<file path="config.mk">
export PLATFORM = sky130hd
export DESIGN_NAME = can_frame_deframer_top
export DESIGN_NICKNAME = d
export VERILOG_FILES = /design/src/cfd_pkg.sv /design/src/cfd_front.sv /design/src/cfd_queue.sv /design/src/cfd_back.sv /design/src/can_frame_deframer_top.sv
export VERILOG_INCLUDE_DIRS = /design/src /design/src/src
export SDC_FILE = /design/constraint.sdc
export NUM_CORES = 1
export LEC_CHECK = 0
export ABC_AREA = 0
export BUFFER_PORTS_ARGS = -buffer_cell sky130_fd_sc_hd__buf_2
export CORE_MARGIN = 2
export CORE_UTILIZATION = 51
export CTS_BUF_LIST = sky130_fd_sc_hd__clkbuf_4
export CTS_CLUSTER_DIAMETER = 50
export DETAILED_ROUTE_END_ITERATION = 10
export PLACE_DENSITY_LB_ADDON = 0.05
export REMOVE_ABC_BUFFERS = 1
export SETUP_SLACK_MARGIN = 0.15
export SYNTH_ARGS = -nofsm -noshare
export SYNTH_HDL_FRONTEND = slang
export SYNTH_SLANG_ARGS = --single-unit
</file>
<file path="constraint.sdc">
create_clock -name i_clk -period 7.8 [get_ports i_clk]
set_input_delay 0.78 -clock i_clk [delete_from_list [all_inputs] [get_ports i_clk]]
set_output_delay 0.78 -clock i_clk [all_outputs]
set_load 0.02 [all_outputs]
</file>
<file path="src/can_frame_deframer_top_macros.svh">
// ----------------------------------------------------------------------------
// CAN frame deframer assertion macros
// Concurrent check helpers, compiled out for synthesis.
// ----------------------------------------------------------------------------
`ifndef CAN_FRAME_DEFRAMER_TOP_MACROS_SVH
`define CAN_FRAME_DEFRAMER_TOP_MACROS_SVH

`ifndef SYNTHESIS

// same-cycle implication
`define CFD_ASSERT_IMP(lbl, clk, rst_n, ante, cons) \
    lbl: assert property (@(posedge clk) disable iff (!rst_n) (ante) |-> (cons)) \
        else $error("cfd assertion failed");

// next-cycle implication
`define CFD_ASSERT_NXT(lbl, clk, rst_n, ante, cons) \
    lbl: assert property (@(posedge clk) disable iff (!rst_n) (ante) |=> (cons)) \
        else $error("cfd assertion failed");

`else

`define CFD_ASSERT_IMP(lbl, clk, rst_n, ante, cons)
`define CFD_ASSERT_NXT(lbl, clk, rst_n, ante, cons)

`endif

`endif

</file>
<file path="src/cfd_pkg.sv">
// ----------------------------------------------------------------------------
// CAN frame deframer package
// Frame constants, byte positions, status codes and the queue item type.
// ----------------------------------------------------------------------------
package cfd_pkg;

    // frame markers and checked values
    localparam logic [7:0] START_BYTE   = 8'h02;
    localparam logic [7:0] END_BYTE     = 8'h03;
    localparam logic [7:0] MSG_TYPE     = 8'h00;
    localparam int         EXT_FLAG_BIT = 6;

    // byte positions within a frame (0 means hunting for start)
    localparam logic [4:0] POS_HUNT     = 5'd0;
    localparam logic [4:0] POS_TYPE     = 5'd1;
    localparam logic [4:0] POS_LENGTH   = 5'd2;
    localparam logic [4:0] POS_FLAGS    = 5'd3;
    localparam logic [4:0] POS_ID_FIRST = 5'd4;
    localparam logic [4:0] POS_ID_LAST  = 5'd7;
    localparam logic [4:0] POS_PL_FIRST = 5'd8;
    localparam logic [4:0] POS_PL_LAST  = 5'd15;
    localparam logic [4:0] POS_CSUM     = 5'd16;
    localparam logic [4:0] POS_END      = 5'd17;

    // result status codes
    localparam logic [1:0] STATUS_OK       = 2'd0;
    localparam logic [1:0] STATUS_BAD_END  = 2'd1;
    localparam logic [1:0] STATUS_BAD_TYPE = 2'd2;
    localparam logic [1:0] STATUS_BAD_CSUM = 2'd3;

    // classified byte passed from front to back
    typedef struct packed {
        logic [4:0] pos;
        logic [7:0] data;
    } t_cfd_item;

endpackage

</file>
<file path="src/cfd_front.sv">
// ----------------------------------------------------------------------------
// CAN frame deframer front end
// Accepts stream bytes, hunts for the start marker and tags each frame byte
// with its position before passing it to the queue.
// ----------------------------------------------------------------------------
`include "can_frame_deframer_top_macros.svh"

module cfd_front (
    input  logic               i_clk,
    input  logic               i_rst_n,
    input  logic               i_in_valid,
    output logic               o_in_ready,
    input  logic [7:0]         i_rx_byte,
    input  logic               i_q_full,
    output logic               o_push,
    output cfd_pkg::t_cfd_item o_push_item
);
    import cfd_pkg::*;

    logic [4:0] r_pos;
    logic [4:0] n_pos;
    logic       w_accept;
    logic       w_hunting;

    // handshake: take a request whenever the queue has room
    assign o_in_ready = !i_q_full;
    assign w_accept   = i_in_valid && o_in_ready;
    assign w_hunting  = (r_pos == POS_HUNT) || (r_pos > POS_END);

    // frame bytes go to the queue, hunted bytes are dropped
    assign o_push           = w_accept && !w_hunting;
    assign o_push_item.pos  = r_pos;
    assign o_push_item.data = i_rx_byte;

    // position tracker
    always_comb begin
        n_pos = r_pos;
        if (w_accept) begin
            if (w_hunting) begin
                n_pos = (i_rx_byte == START_BYTE) ? POS_TYPE : POS_HUNT;
            end else if (r_pos == POS_END) begin
                n_pos = POS_HUNT;
            end else begin
                n_pos = r_pos + 5'd1;
            end
        end
    end

    always_ff @(posedge i_clk) begin
        if (!i_rst_n) begin
            r_pos <= POS_HUNT;
        end else begin
            r_pos <= n_pos;
        end
    end

    `CFD_ASSERT_IMP(a_pos_range, i_clk, i_rst_n, 1'b1, r_pos <= POS_END)
    `CFD_ASSERT_NXT(a_start_enters, i_clk, i_rst_n,
        w_accept && (r_pos == POS_HUNT) && (i_rx_byte == START_BYTE), r_pos == POS_TYPE)

endmodule

</file>
<file path="src/cfd_queue.sv">
// ----------------------------------------------------------------------------
// CAN frame deframer queue
// Small register FIFO between front and back, so each side stalls alone.
// ----------------------------------------------------------------------------
`include "can_frame_deframer_top_macros.svh"

module cfd_queue #(
    parameter int QUEUE_DEPTH = 4
) (
    input  logic               i_clk,
    input  logic               i_rst_n,
    input  logic               i_push,
    input  cfd_pkg::t_cfd_item i_push_item,
    output logic               o_full,
    output logic               o_valid,
    output cfd_pkg::t_cfd_item o_item,
    input  logic               i_pop
);
    import cfd_pkg::*;

    localparam int PTR_W = (QUEUE_DEPTH > 1) ? $clog2(QUEUE_DEPTH) : 1;
    localparam int CNT_W = $clog2(QUEUE_DEPTH + 1);
    localparam logic [PTR_W-1:0] PTR_LAST  = PTR_W'(QUEUE_DEPTH - 1);
    localparam logic [CNT_W-1:0] CNT_DEPTH = CNT_W'(QUEUE_DEPTH);

    t_cfd_item        r_mem [QUEUE_DEPTH];
    logic [PTR_W-1:0] r_wr_ptr;
    logic [PTR_W-1:0] r_rd_ptr;
    logic [CNT_W-1:0] r_count;
    logic             w_push;
    logic             w_pop;

    assign o_full  = (r_count == CNT_DEPTH);
    assign o_valid = (r_count != '0);
    assign o_item  = r_mem[r_rd_ptr];
    assign w_push  = i_push && !o_full;
    assign w_pop   = i_pop && o_valid;

    // storage
    always_ff @(posedge i_clk) begin
        if (w_push) begin
            r_mem[r_wr_ptr] <= i_push_item;
        end
    end

    // pointers and fill count
    always_ff @(posedge i_clk) begin
        if (!i_rst_n) begin
            r_wr_ptr <= '0;
            r_rd_ptr <= '0;
            r_count  <= '0;
        end else begin
            if (w_push) begin
                r_wr_ptr <= (r_wr_ptr == PTR_LAST) ? '0 : r_wr_ptr + 1'b1;
            end
            if (w_pop) begin
                r_rd_ptr <= (r_rd_ptr == PTR_LAST) ? '0 : r_rd_ptr + 1'b1;
            end
            if (w_push && !w_pop) begin
                r_count <= r_count + 1'b1;
            end else if (w_pop && !w_push) begin
                r_count <= r_count - 1'b1;
            end
        end
    end

    `CFD_ASSERT_IMP(a_count_max, i_clk, i_rst_n, 1'b1, r_count <= CNT_DEPTH)
    `CFD_ASSERT_NXT(a_count_hold, i_clk, i_rst_n, w_push && w_pop,
        r_count == $past(r_count))

endmodule

</file>
<file path="src/cfd_back.sv">
// ----------------------------------------------------------------------------
// CAN frame deframer back end
// Collects tagged frame bytes, keeps the running checksum and, on the byte in
// the end position, checks the frame and loads the result register.
// ----------------------------------------------------------------------------
`include "can_frame_deframer_top_macros.svh"

module cfd_back (
    input  logic               i_clk,
    input  logic               i_rst_n,
    input  logic               i_item_valid,
    input  cfd_pkg::t_cfd_item i_item,
    output logic               o_pop,
    output logic               o_out_valid,
    input  logic               i_out_ready,
    output logic [1:0]         o_status,
    output logic [31:0]        o_can_id,
    output logic [7:0]         o_data_length,
    output logic               o_extended,
    output logic [63:0]        o_payload
);
    import cfd_pkg::*;

    logic [7:0]  r_sum;
    logic [7:0]  r_type;
    logic [7:0]  r_length;
    logic [7:0]  r_flags;
    logic [31:0] r_id;
    logic [63:0] r_payload;
    logic [7:0]  r_csum;

    logic        r_out_valid;
    logic [1:0]  r_status;
    logic [31:0] r_out_id;
    logic [7:0]  r_out_length;
    logic        r_out_ext;
    logic [63:0] r_out_payload;

    logic        w_last;
    logic        w_slot_free;
    logic        w_emit;
    logic [1:0]  w_status;

    // pop a request unless it is an end byte with the result slot taken
    assign w_last      = (i_item.pos == POS_END);
    assign w_slot_free = !r_out_valid || i_out_ready;
    assign o_pop       = i_item_valid && (!w_last || w_slot_free);
    assign w_emit      = o_pop && w_last;

    // frame checks in priority order
    always_comb begin
        if (i_item.data != END_BYTE) begin
            w_status = STATUS_BAD_END;
        end else if (r_type != MSG_TYPE) begin
            w_status = STATUS_BAD_TYPE;
        end else if (r_csum != r_sum) begin
            w_status = STATUS_BAD_CSUM;
        end else begin
            w_status = STATUS_OK;
        end
    end

    // field capture and running sum
    always_ff @(posedge i_clk) begin
        if (!i_rst_n) begin
            r_sum     <= '0;
            r_type    <= '0;
            r_length  <= '0;
            r_flags   <= '0;
            r_id      <= '0;
            r_payload <= '0;
            r_csum    <= '0;
        end else if (o_pop) begin
            if (i_item.pos == POS_TYPE) begin
                r_sum <= i_item.data;
            end else if (i_item.pos <= POS_PL_LAST) begin
                r_sum <= r_sum + i_item.data;
            end
            case (i_item.pos) inside
                POS_TYPE:   r_type   <= i_item.data;
                POS_LENGTH: r_length <= i_item.data;
                POS_FLAGS:  r_flags  <= i_item.data;
                [POS_ID_FIRST:POS_ID_LAST]: begin
                    r_id <= {i_item.data, r_id[31:8]};
                end
                [POS_PL_FIRST:POS_PL_LAST]: begin
                    r_payload <= {i_item.data, r_payload[63:8]};
                end
                POS_CSUM:   r_csum   <= i_item.data;
                default: ;
            endcase
        end
    end

    // result register
    always_ff @(posedge i_clk) begin
        if (!i_rst_n) begin
            r_out_valid <= 1'b0;
        end else if (w_emit) begin
            r_out_valid <= 1'b1;
        end else if (i_out_ready) begin
            r_out_valid <= 1'b0;
        end
    end

    always_ff @(posedge i_clk) begin
        if (w_emit) begin
            r_status      <= w_status;
            r_out_id      <= r_id;
            r_out_length  <= r_length;
            r_out_ext     <= r_flags[EXT_FLAG_BIT];
            r_out_payload <= r_payload;
        end
    end

    assign o_out_valid   = r_out_valid;
    assign o_status      = r_status;
    assign o_can_id      = r_out_id;
    assign o_data_length = r_out_length;
    assign o_extended    = r_out_ext;
    assign o_payload     = r_out_payload;

    `CFD_ASSERT_NXT(a_emit_valid, i_clk, i_rst_n, w_emit, r_out_valid)
    `CFD_ASSERT_IMP(a_no_overwrite, i_clk, i_rst_n, r_out_valid && !i_out_ready,
        !w_emit)

endmodule

</file>
<file path="src/can_frame_deframer_top.sv">
// An accepted end byte passes through the queue, then its frame result is loaded into the output register.
// Throughput: one byte per cycle; only a stalled result register backs up the queue.
// Queue depth sets how long the input can run ahead of a stalled output.
// Reset (synchronous, active low) returns to hunting, empties the queue and drops any result.
// ----------------------------------------------------------------------------
// CAN frame deframer top level
// Front end tags frame bytes, queue decouples, back end checks and emits.
// ----------------------------------------------------------------------------
module can_frame_deframer_top #(
    parameter int QUEUE_DEPTH = 4
) (
    input  logic        i_clk,
    input  logic        i_rst_n,
    input  logic        i_in_valid,
    output logic        o_in_ready,
    input  logic [7:0]  i_rx_byte,
    output logic        o_out_valid,
    input  logic        i_out_ready,
    output logic [1:0]  o_status,
    output logic [31:0] o_can_id,
    output logic [7:0]  o_data_length,
    output logic        o_extended,
    output logic [63:0] o_payload
);
    import cfd_pkg::*;

    logic      w_push;
    t_cfd_item w_push_item;
    logic      w_q_full;
    logic      w_q_valid;
    t_cfd_item w_q_item;
    logic      w_pop;

    // byte classification
    cfd_front u_front (
        .i_clk       (i_clk),
        .i_rst_n     (i_rst_n),
        .i_in_valid  (i_in_valid),
        .o_in_ready  (o_in_ready),
        .i_rx_byte   (i_rx_byte),
        .i_q_full    (w_q_full),
        .o_push      (w_push),
        .o_push_item (w_push_item)
    );

    // decoupling queue
    cfd_queue #(
        .QUEUE_DEPTH (QUEUE_DEPTH)
    ) u_queue (
        .i_clk       (i_clk),
        .i_rst_n     (i_rst_n),
        .i_push      (w_push),
        .i_push_item (w_push_item),
        .o_full      (w_q_full),
        .o_valid     (w_q_valid),
        .o_item      (w_q_item),
        .i_pop       (w_pop)
    );

    // frame assembly and checks
    cfd_back u_back (
        .i_clk         (i_clk),
        .i_rst_n       (i_rst_n),
        .i_item_valid  (w_q_valid),
        .i_item        (w_q_item),
        .o_pop         (w_pop),
        .o_out_valid   (o_out_valid),
        .i_out_ready   (i_out_ready),
        .o_status      (o_status),
        .o_can_id      (o_can_id),
        .o_data_length (o_data_length),
        .o_extended    (o_extended),
        .o_payload     (o_payload)
    );

endmodule

</file>
==> Word-level counts from Yosys, hierarchy flattened <==
Memory sizes are Yosys's and may differ from the RTL's. A register that Yosys moved wholly into a read port is not among the register bits.
Index checks and enable logic that the tools add are counted.
{ "classes": {"addsub": 6, "mul": 0, "div_mod_pow": 0, "magnitude_cmp": 5, "eq_ne": 12, "shift": 0, "muxes": 17, "n_bitwise": 5, "reduce_logical": 32} }
{ "ops": {"columns": ["cell", "n"], "rows": [
  ["8-bit 2-to-1 mux", 2],
  ["5-bit equality test, second input constant", 3],
  ["2-bit 2-to-1 mux", 6],
  ["5-bit by 2-bit equality test with 1-bit output, second input constant", 2],
  ["1-bit logical AND", 10],
  ["5-bit 2-to-1 mux", 2],
  ["8-bit adder", 1],
  ["8-bit by 2-bit equality test with 1-bit output, second input constant", 1],
  ["8-bit by 2-bit != test with 1-bit output, second input constant", 1],
  ["8-bit != test", 1],
  ["8-bit nonzero test", 1],
  ["7-bit AND reduction", 1],
  ["1-bit logical NOT", 6],
  ["3-bit 2-to-1 mux", 2],
  ["6-bit AND reduction", 1],
  ["2-bit nonzero test", 3],
  ["5-bit by 1-bit adder with 5-bit output, second input constant", 1],
  ["5-bit by 1-bit equality test with 1-bit output, second input constant", 1],
  ["5-bit by 3-bit >= comparator with 1-bit output, second input constant", 1],
  ["5-bit by 4-bit >= comparator with 1-bit output, second input constant", 1],
  ["5-bit > comparator, second input constant", 1],
  ["5-bit by 3-bit <= comparator with 1-bit output, second input constant", 1],
  ["5-bit by 4-bit <= comparator with 1-bit output, second input constant", 1],
  ["5-bit logical NOT", 1],
  ["13 further kinds", 26]
]} }
{ "word_totals": {"ff_bits": 255, "latchBits": 0, "mem_bits_rw": 52, "mem_bits_ro": 0, "in_bits": 12, "output_inout_bits": 109, "wordCells": 95, "mem_count": 1} }
{ "memory_table": {"columns": ["name", "words", "word_bits", "rd", "rd_ports_with_merged_regs", "write_ports", "line_no", "text"], "rows": [
  ["u_queue.r_mem", 4, 13, 1, 1, 1, "cfd_queue.sv:26", "t_cfd_item r_mem [QUEUE_DEPTH];"]
]} }

==> Logic depth before layout (Yosys ltp) <==
Gate-level depths: netlist of the first run.
{ "logic_depth": {"ltp_word": 9, "depth_mapped": 12, "ltp_nobuf": 11} }

==> Hierarchy <==
From an unflattened synthesis of the first run, not the netlist that was laid out.
{ "hier_totals": {"cells_unflattened": 921, "hier_area_um2": 11503.5} }
{ "modules_own_cells": {"columns": ["mod", "n_inst", "cells_per_inst", "area_each_um2"], "rows": [
  ["cfd_back", 1, 745, 8655.8],
  ["cfd_queue", 1, 118, 2399.8],
  ["cfd_front", 1, 58, 447.9]
]} }

==> Worst setup path after synthesis of the first run <==
OpenSTA, ideal clock, no wires.
{ "synth_path": {"path_type": "reg2reg", "startpoint": "register (tool-made name)", "endpoint": "register u_back.r_out_id[0] (netlist: u_back.o_can_id[0]) (enable)", "t_arrival_ps": 6506, "t_required_ps": 7213, "slack_ps": 707, "stages_incl_launch_ff": 8, "synth_period_minus_slack_ps": 7093, "cell_sequence": "dfxtp_1 -> buf_6 -> buf_6 -> mux4_2 -> nor4b_2 -> buf_2 -> and3b_1 -> nor2b_1"} }
{ "synth_rtl": {"columns": ["item", "line_no", "text"], "rows": [
  ["to (signal assigned)", "cfd_back.sv:109", "r_out_id <= r_id;"],
  ["to (decl)", "cfd_back.sv:34", "logic [31:0] r_out_id;"]
]} }

==> impl_metrics.csv, run 1 <==
group,metric,value,unit
timing,period_needed,4.44,ns
global_route,grt-ovfl-total,0,
placement,io_buffer_count,120,
logic_synthesis,synth_area,10900,sq um
timing,maxSlewHeadroom,32.4,%
layout,fin_util,60.5,%
critical_path,reg2reg_depth,5,
placement,dp_hpwl,12400,microns
floorplanning,initial_core_util,51.9,%
placement,dpl_cell_area,11700,sq um
critical_path,regToRegEndpoint,"u_back.o_can_id[15]",
routing,wl_met2,9970,microns
layout,fin_area,12700,sq um
placement,dp.cells,1242,
clocking,cts-root-buf,"clkbuf_4",
clocking,cts_buffer_depth,3,
min_path,worstHoldStart,"i_rx_byte[5]",
critical_path,critical_path_class,"flip-flop to flip-flop",
clocking,cts_inserted_buffers,75,
logic_synthesis,synth_cell_type_count,50,
job,drv_cap,0,
timing,skew,0.0229,ns
global_route,grt_usage,18.9,%
floorplanning,rows,53,
timing,worst_pin_slew,1.01,ns
routing,routed_wirelength,20900,microns
critical_path,end_kind,"flip-flop",
clocking,cts_tree,"built",
floorplanning,die_h,150,microns
clocking,clk-insertion-delay-late,0.64,ns
timing,slew_viol_final,0,
logic_synthesis,synth_cells,882,
floorplanning,dieArea,22600,sq um
min_path,hold_end,"u_queue.r_mem[2][5]",
routing,drt_iter0_markers,381,
global_route,grt_start_max_net_pins,93,
power_and_ir_drop,totalPowerFinal,0.00391,W
logic_synthesis,yosysSeqAreaShare,70.2,%
global_route,grt_pass1_wl,33500,microns
clocking,cts_num_sinks,303,
logic_synthesis,yosysWarningCount,0,
logic_synthesis,yosys_register_bits,303,
routing,antenna_left,0,
clocking,cts.reportedPaths.clkPinSlew,0.07,ns
logic_synthesis,yosys.area.top_type,"edfxtp_1",
layout,finalNonFillerCells,1383,
logic_synthesis,synth.most_common_cell,"nand2_1",
placement,gp_congestion,0.738,
clocking,cts_hold_buf,0,
routing,m1WireLength,9630,microns
floorplanning,boundaryPins,121,
routing,first_pass_iters,4,
timing,fmax,225,MHz
logic_synthesis,ys_top_cells_by_count,"nand2_1, edfxtp_1, dfxtp_1",
logic_synthesis,async_flop_share,0,%
layout,fillers,1850,
clocking,htree_levels,3,
logic_synthesis,synth-main-ff-cell,"edfxtp_1",
routing,drcViolationCount,0,
clocking,ctsResizeCount,0,
layout,final_nets,1074,
routing,dr_total_vias,6983,
power_and_ir_drop,p_per_area,307,nW/um^2
routing,topRoutingLayerUsed,"met4",
logic_synthesis,synth.top_cells.by_area,"edfxtp_1, dfxtp_1, nand2_1, a21oi_1, mux4_2",
global_route,antenna_found_initial,1,
logic_synthesis,synth.top_cell.area_share,43.8,%
power_and_ir_drop,ir_drop,0.135,mV
timing,finalSetupTns,0,ns
min_path,holdPathStages,1,
global_route,grt_pass1_vias,6758,
run_status,outcome,"finished clean",
clocking,cts_setup_buffers,0,
critical_path,regToRegSetupSlack,3.36,ns
timing,setup_viol,0,
layout,drive_gt1_share,23.6,%
logic_synthesis,avgSynthCellArea,12.4,sq um
floorplanning,design.core.area,21000,sq um
routing,via_per_inst,5.05,
critical_path,cp_data_arrival_time,4.71,ns
power_and_ir_drop,total_leakage_power,4.74,nW
routing,detail_route.wl_per_cell,15.1,microns
critical_path,crit_required,8.07,ns
logic_synthesis,synth_edf_count,159,
routing,wl_met3,936,microns
timing,rsz0062_at_grt,"false",
timing,fin_crit_sh,57.0,%
layout,synthToLayoutAreaGrowth,16.7,%
timing,hold_viol,0,
min_path,hp-class,"primary input to flip-flop",
critical_path,crit_fanout,42,
critical_path,startpoint_type,"flip-flop",
floorplanning,dieWidth,150,microns
-- power by group --
group          total, W  switching (W)  internal [W]  leakage, nW
Sequential      0.00185      0.0000833       0.00177         2.67
Combinational  0.000754       0.000479      0.000275         1.50
Clock           0.00130       0.000608      0.000697        0.570
Total           0.00391        0.00117       0.00274         4.74
-- cells in the final DEF (no fill, tap or decap), types with 5 or more instances in the layout --
cell	synthesis	layout
clkinv_1	0	27
buf_2	10	120
buf_4	0	8
clkbuf_4	0	105
nand2_1	211	210
xnor2_1	9	9
o21ai_0	12	12
dfxtp_1	144	144
nor2_1	41	41
mux2i_1	25	25
a21oi_1	123	123
and3_1	5	5
nor2b_1	6	5
edfxtp_1	159	159
inv_1	9	9
ha_1	16	16
nand3_1	10	10
mux4_2	13	13
-- area by class of cell --
class	count	area (sq um)	share of cell area [%]
Antenna cell	1	2.50	0.0197
Inverter	10	40.0	0.315
Sequential cell	303	7660	60.2
Multi-Input combinational cell	526	3030	23.8
Tap cell	275	344	2.70
Clock inverter	35	199	1.56
Clock buffer	105	788	6.20
Timing Repair Buffer	128	661	5.19
-- state kept, by name, indices dropped and copies added (netlist names), named ones only --
name                  count
u_back.r_csum             8
u_back.o_extended         1
u_queue.r_rd_ptr          2
u_back.o_data_length      8
u_front.r_pos             5
u_back.r_id              32
u_back.o_status           2
u_back.o_out_valid        1
u_queue.r_wr_ptr          2
u_queue.r_mem            52
u_back.r_length           8
u_back.r_sum              8
u_back.o_payload         64
u_back.r_type             8
u_back.r_flags            1
u_back.r_payload         64
u_queue.r_count           3
u_back.o_can_id          32
-- stage by stage --
| step | setup WS [ns] | hold WS [ns] |
|---|---|---|
| after floorplan | 0.153 | 0.408 |
| after global placement | 3.39 | 0.411 |
| after detailed placement | 3.30 | 0.415 |
| after CTS | 3.27 | 0.325 |
| after global routing | 2.97 | 0.331 |
| final | 3.36 | 0.375 |
-- logic make-up after synthesis --
kind of cell / count (synthesis) / synth area share (%)
AOI/OAI and AO/OA: 154 / 7.60
and+or+nand+nor: 304 / 11.9
xor gates and xnor gates: 12 / 0.964
adders and majority gates: 18 / 2.20
DFF: 303 / 70.2
muxes: 38 / 4.98
buffers and inverters: 53 / 2.15
-- worst max-delay path by stage --
stage,from,end,slack [ns]
2_1_floorplan,flip-flop,u_back.o_can_id[0],0.15
3_3_place_gp,flip-flop,u_back.o_can_id[15],3.39
3_5_place_dp,flip-flop,u_back.o_can_id[15],3.30
4_1_cts,flip-flop,u_back.o_can_id[4],3.27
5_1_grt,flip-flop,u_back.o_can_id[4],2.97
6_report,flip-flop,u_back.o_can_id[15],3.36
-- layer usage --
layer | vias to the layer above | track usage, %
met5 | - | 0
met4 | 0 | 8.07
met3 | 32 | 4.48
met2 | 162 | 30.6
met1 | 3304 | 24.3
li1 | 3485 | -
-- worst max-delay path, stage by stage (launching register included) --
cell and delay, ns:
dfxtp_1 0.90, mux4_2 0.71, nor4b_2 0.82, and3b_1 0.30, nor2b_4 0.75, buf_4 0.57
Power figures use the tool's default switching activity.
==> run 2: changes to the inputs <==
==> constraint.sdc (replaced) <==
create_clock -name i_clk -period 4.2 [get_ports i_clk]
set_input_delay 0.42 -clock i_clk [delete_from_list [all_inputs] [get_ports i_clk]]
set_output_delay 0.42 -clock i_clk [all_outputs]
set_load 0.02 [all_outputs]
==> run 2 against run 1 <==
Die area unchanged. Clock-buffer cell count up 21. Flip-flop and latch count unchanged. Critical endpoint is now u_queue.r_count[2]. Critical path type unchanged. Non-clock buffer count grew 11. Clock skew is 0.023 ns higher. Critical path depth up 5. Highest routed layer unchanged. Wire length about the same.
==> impl_metrics.csv, run 2 (synthesized netlist as in run 1, its figures left out) <==
group,metric,value,unit
global_route,grt_start_max_net_pins,90,
job,drv_cap,0,
clocking,clk-insertion-delay-late,0.66,ns
routing,antenna_left,0,
layout,final_nets,1087,
routing,dr_total_vias,7042,
routing,via_per_inst,5.04,
placement,dp.cells,1246,
critical_path,path_cells,"mux4_2 > nor4b_2 > buf_4 > a31o_2 > ha_1 > inv_1 > fa_1 > xor2_1 > or3_1 > a21oi_1",
layout,finalNonFillerCells,1397,
critical_path,crit_required,4.75,ns
clocking,cts_setup_buffers,0,
clocking,cts_num_sinks,303,
layout,fin_util,61.5,%
timing,period_needed,3.34,ns
floorplanning,die_h,150,microns
timing,finalSetupTns,0,ns
global_route,grt_pass1_vias,6643,
timing,hold_viol,0,
clocking,ctsResizeCount,0,
placement,io_buffer_count,120,
floorplanning,dieArea,22600,sq um
clocking,cts-root-buf,"clkbuf_4",
layout,synthToLayoutAreaGrowth,18.6,%
timing,skew,0.0462,ns
clocking,cts_tree,"built",
layout,final_common_cell,"nand2_1",
placement,dp_hpwl,12600,microns
layout,drive_gt1_share,25.4,%
timing,rsz0062_at_grt,"false",
timing,worst_pin_slew,1.05,ns
critical_path,reg2reg_depth,10,
clocking,cts_inserted_buffers,77,
timing,maxSlewHeadroom,29.4,%
min_path,holdPathStages,1,
critical_path,cp.buffers_inverters,2,
power_and_ir_drop,p_per_area,573,nW/um^2
layout,seqCellArea,7660,sq um
clocking,cts_buffer_depth,3,
layout,multi_input_area,3030,sq um
floorplanning,initial_core_util,51.9,%
floorplanning,design.core.area,21000,sq um
power_and_ir_drop,ir_drop,0.268,mV
floorplanning,rows,53,
critical_path,critical_path_class,"flip-flop to flip-flop",
critical_path,regToRegEndpoint,"u_queue.r_count[2]",
min_path,worstHoldStart,"i_rx_byte[2]",
timing,fmax,299,MHz
power_and_ir_drop,total_leakage_power,4.86,nW
timing,setup_viol,0,
critical_path,crit_fanout,11,
global_route,antenna_found_initial,1,
critical_path,startpoint_type,"flip-flop",
global_route,grt-ovfl-total,0,
routing,routed_wirelength,20900,microns
routing,drt_iter0_markers,388,
floorplanning,boundaryPins,121,
min_path,hold_end,"u_queue.r_mem[0][2]",
floorplanning,dieWidth,150,microns
routing,detail_route.wl_per_cell,15.0,microns
placement,gp_congestion,0.755,
layout,fillers,1725,
global_route,grt_pass1_wl,33200,microns
routing,first_pass_iters,5,
critical_path,cp_data_arrival_time,3.89,ns
critical_path,cp_slowest_stage_delay,0.68,ns
routing,drcViolationCount,0,
critical_path,cp_top_family,"multiplexers",
critical_path,end_kind,"flip-flop",
critical_path,regToRegSetupSlack,0.86,ns
clocking,htree_levels,3,
global_route,grt_usage,18.8,%
critical_path,crit_slowest_cell,"mux4_2",
clocking,cts.reportedPaths.clkPinSlew,0.06,ns
timing,slew_viol_final,0,
layout,mostFrequentLayoutCells,"nand2_1, edfxtp_1, dfxtp_1",
min_path,hp-class,"primary input to flip-flop",
run_status,outcome,"finished clean",
timing,fin_crit_sh,79.6,%
run 2: cell count changes in the layout (fill, tap and decap cells not counted):
cell           before  now
clkinv_1           27   10
clkinv_4            1    2
bufinv_16           2    1
inv_6               0    1
clkinv_2            2    1
inv_2               1    0
buf_12              0    3
buf_4               8    9
clkbuf_4          105  126
dlygate4sd3_1       0    7
run 2: what timing repair did:
| item | CTS | global route |
|---|---|---|
| endpoints found under the hold margin | 28 | 0 |
| hold buffers | 7 | 0 |
| setup endpoints to repair | 0 | 0 |
run 2: cell type report:
| cell class | count | share of cell area [%] |
|---|---|---|
| multi-input combinational | 526 | 23.4 |
| inverter | 10 | 0.310 |
| tap | 275 | 2.66 |
| clock inverter | 17 | 0.880 |
| timing repair buffer | 139 | 6.17 |
| clock buffer | 126 | 7.31 |
| sequential | 303 | 59.2 |
| antenna | 1 | 0.0193 |
run 2: report_power, final:
group	internal, W	leakage, nW	switching [W]
clock network	0.00143	0.626	0.00112
registers	0.00328	2.67	0.000144
logic	0.000529	1.56	0.000906
total	0.00524	4.86	0.00217
run 2: how the worst max path moves through the flow:
| stage | to | slack [ns] | depth (start not counted) |
|---|---|---|---|
| global placement | u_queue.r_count[2] | 0.91 | 10 |
| detailed placement | u_queue.r_count[2] | 0.81 | 10 |
| finish | u_queue.r_count[2] | 0.86 | 10 |
| CTS | u_queue.r_count[2] | 0.80 | 10 |
| floorplan | u_back.o_can_id[0] | -3.45 | 4 |
| global route | u_queue.r_count[2] | 0.56 | 10 |
run 2: metal layers:
layer	vias to the layer above	GRT usage (%)	routed length [microns]	share of wire, %
met5	-	0	0	0
met4	0	7.74	399	1.9
met3	35	4.88	1210	5.8
met2	194	29.9	9750	47
met1	3293	24.5	9540	46
li1	3520	-	-	-
run 2: metrics by stage:
step	instance area, sq um	total power, W	setup WS, ns	hold slack (ns)
final	12900	0.00741	0.857	0.0606
after floorplan	10700	0.00447	-3.45	0.408
after detailed placement	11800	0.00494	0.815	0.417
after CTS	12900	0.00753	0.804	0.00510
after global routing	12900	0.00786	0.555	0.0122
after global placement	11800	0.00492	0.911	0.413
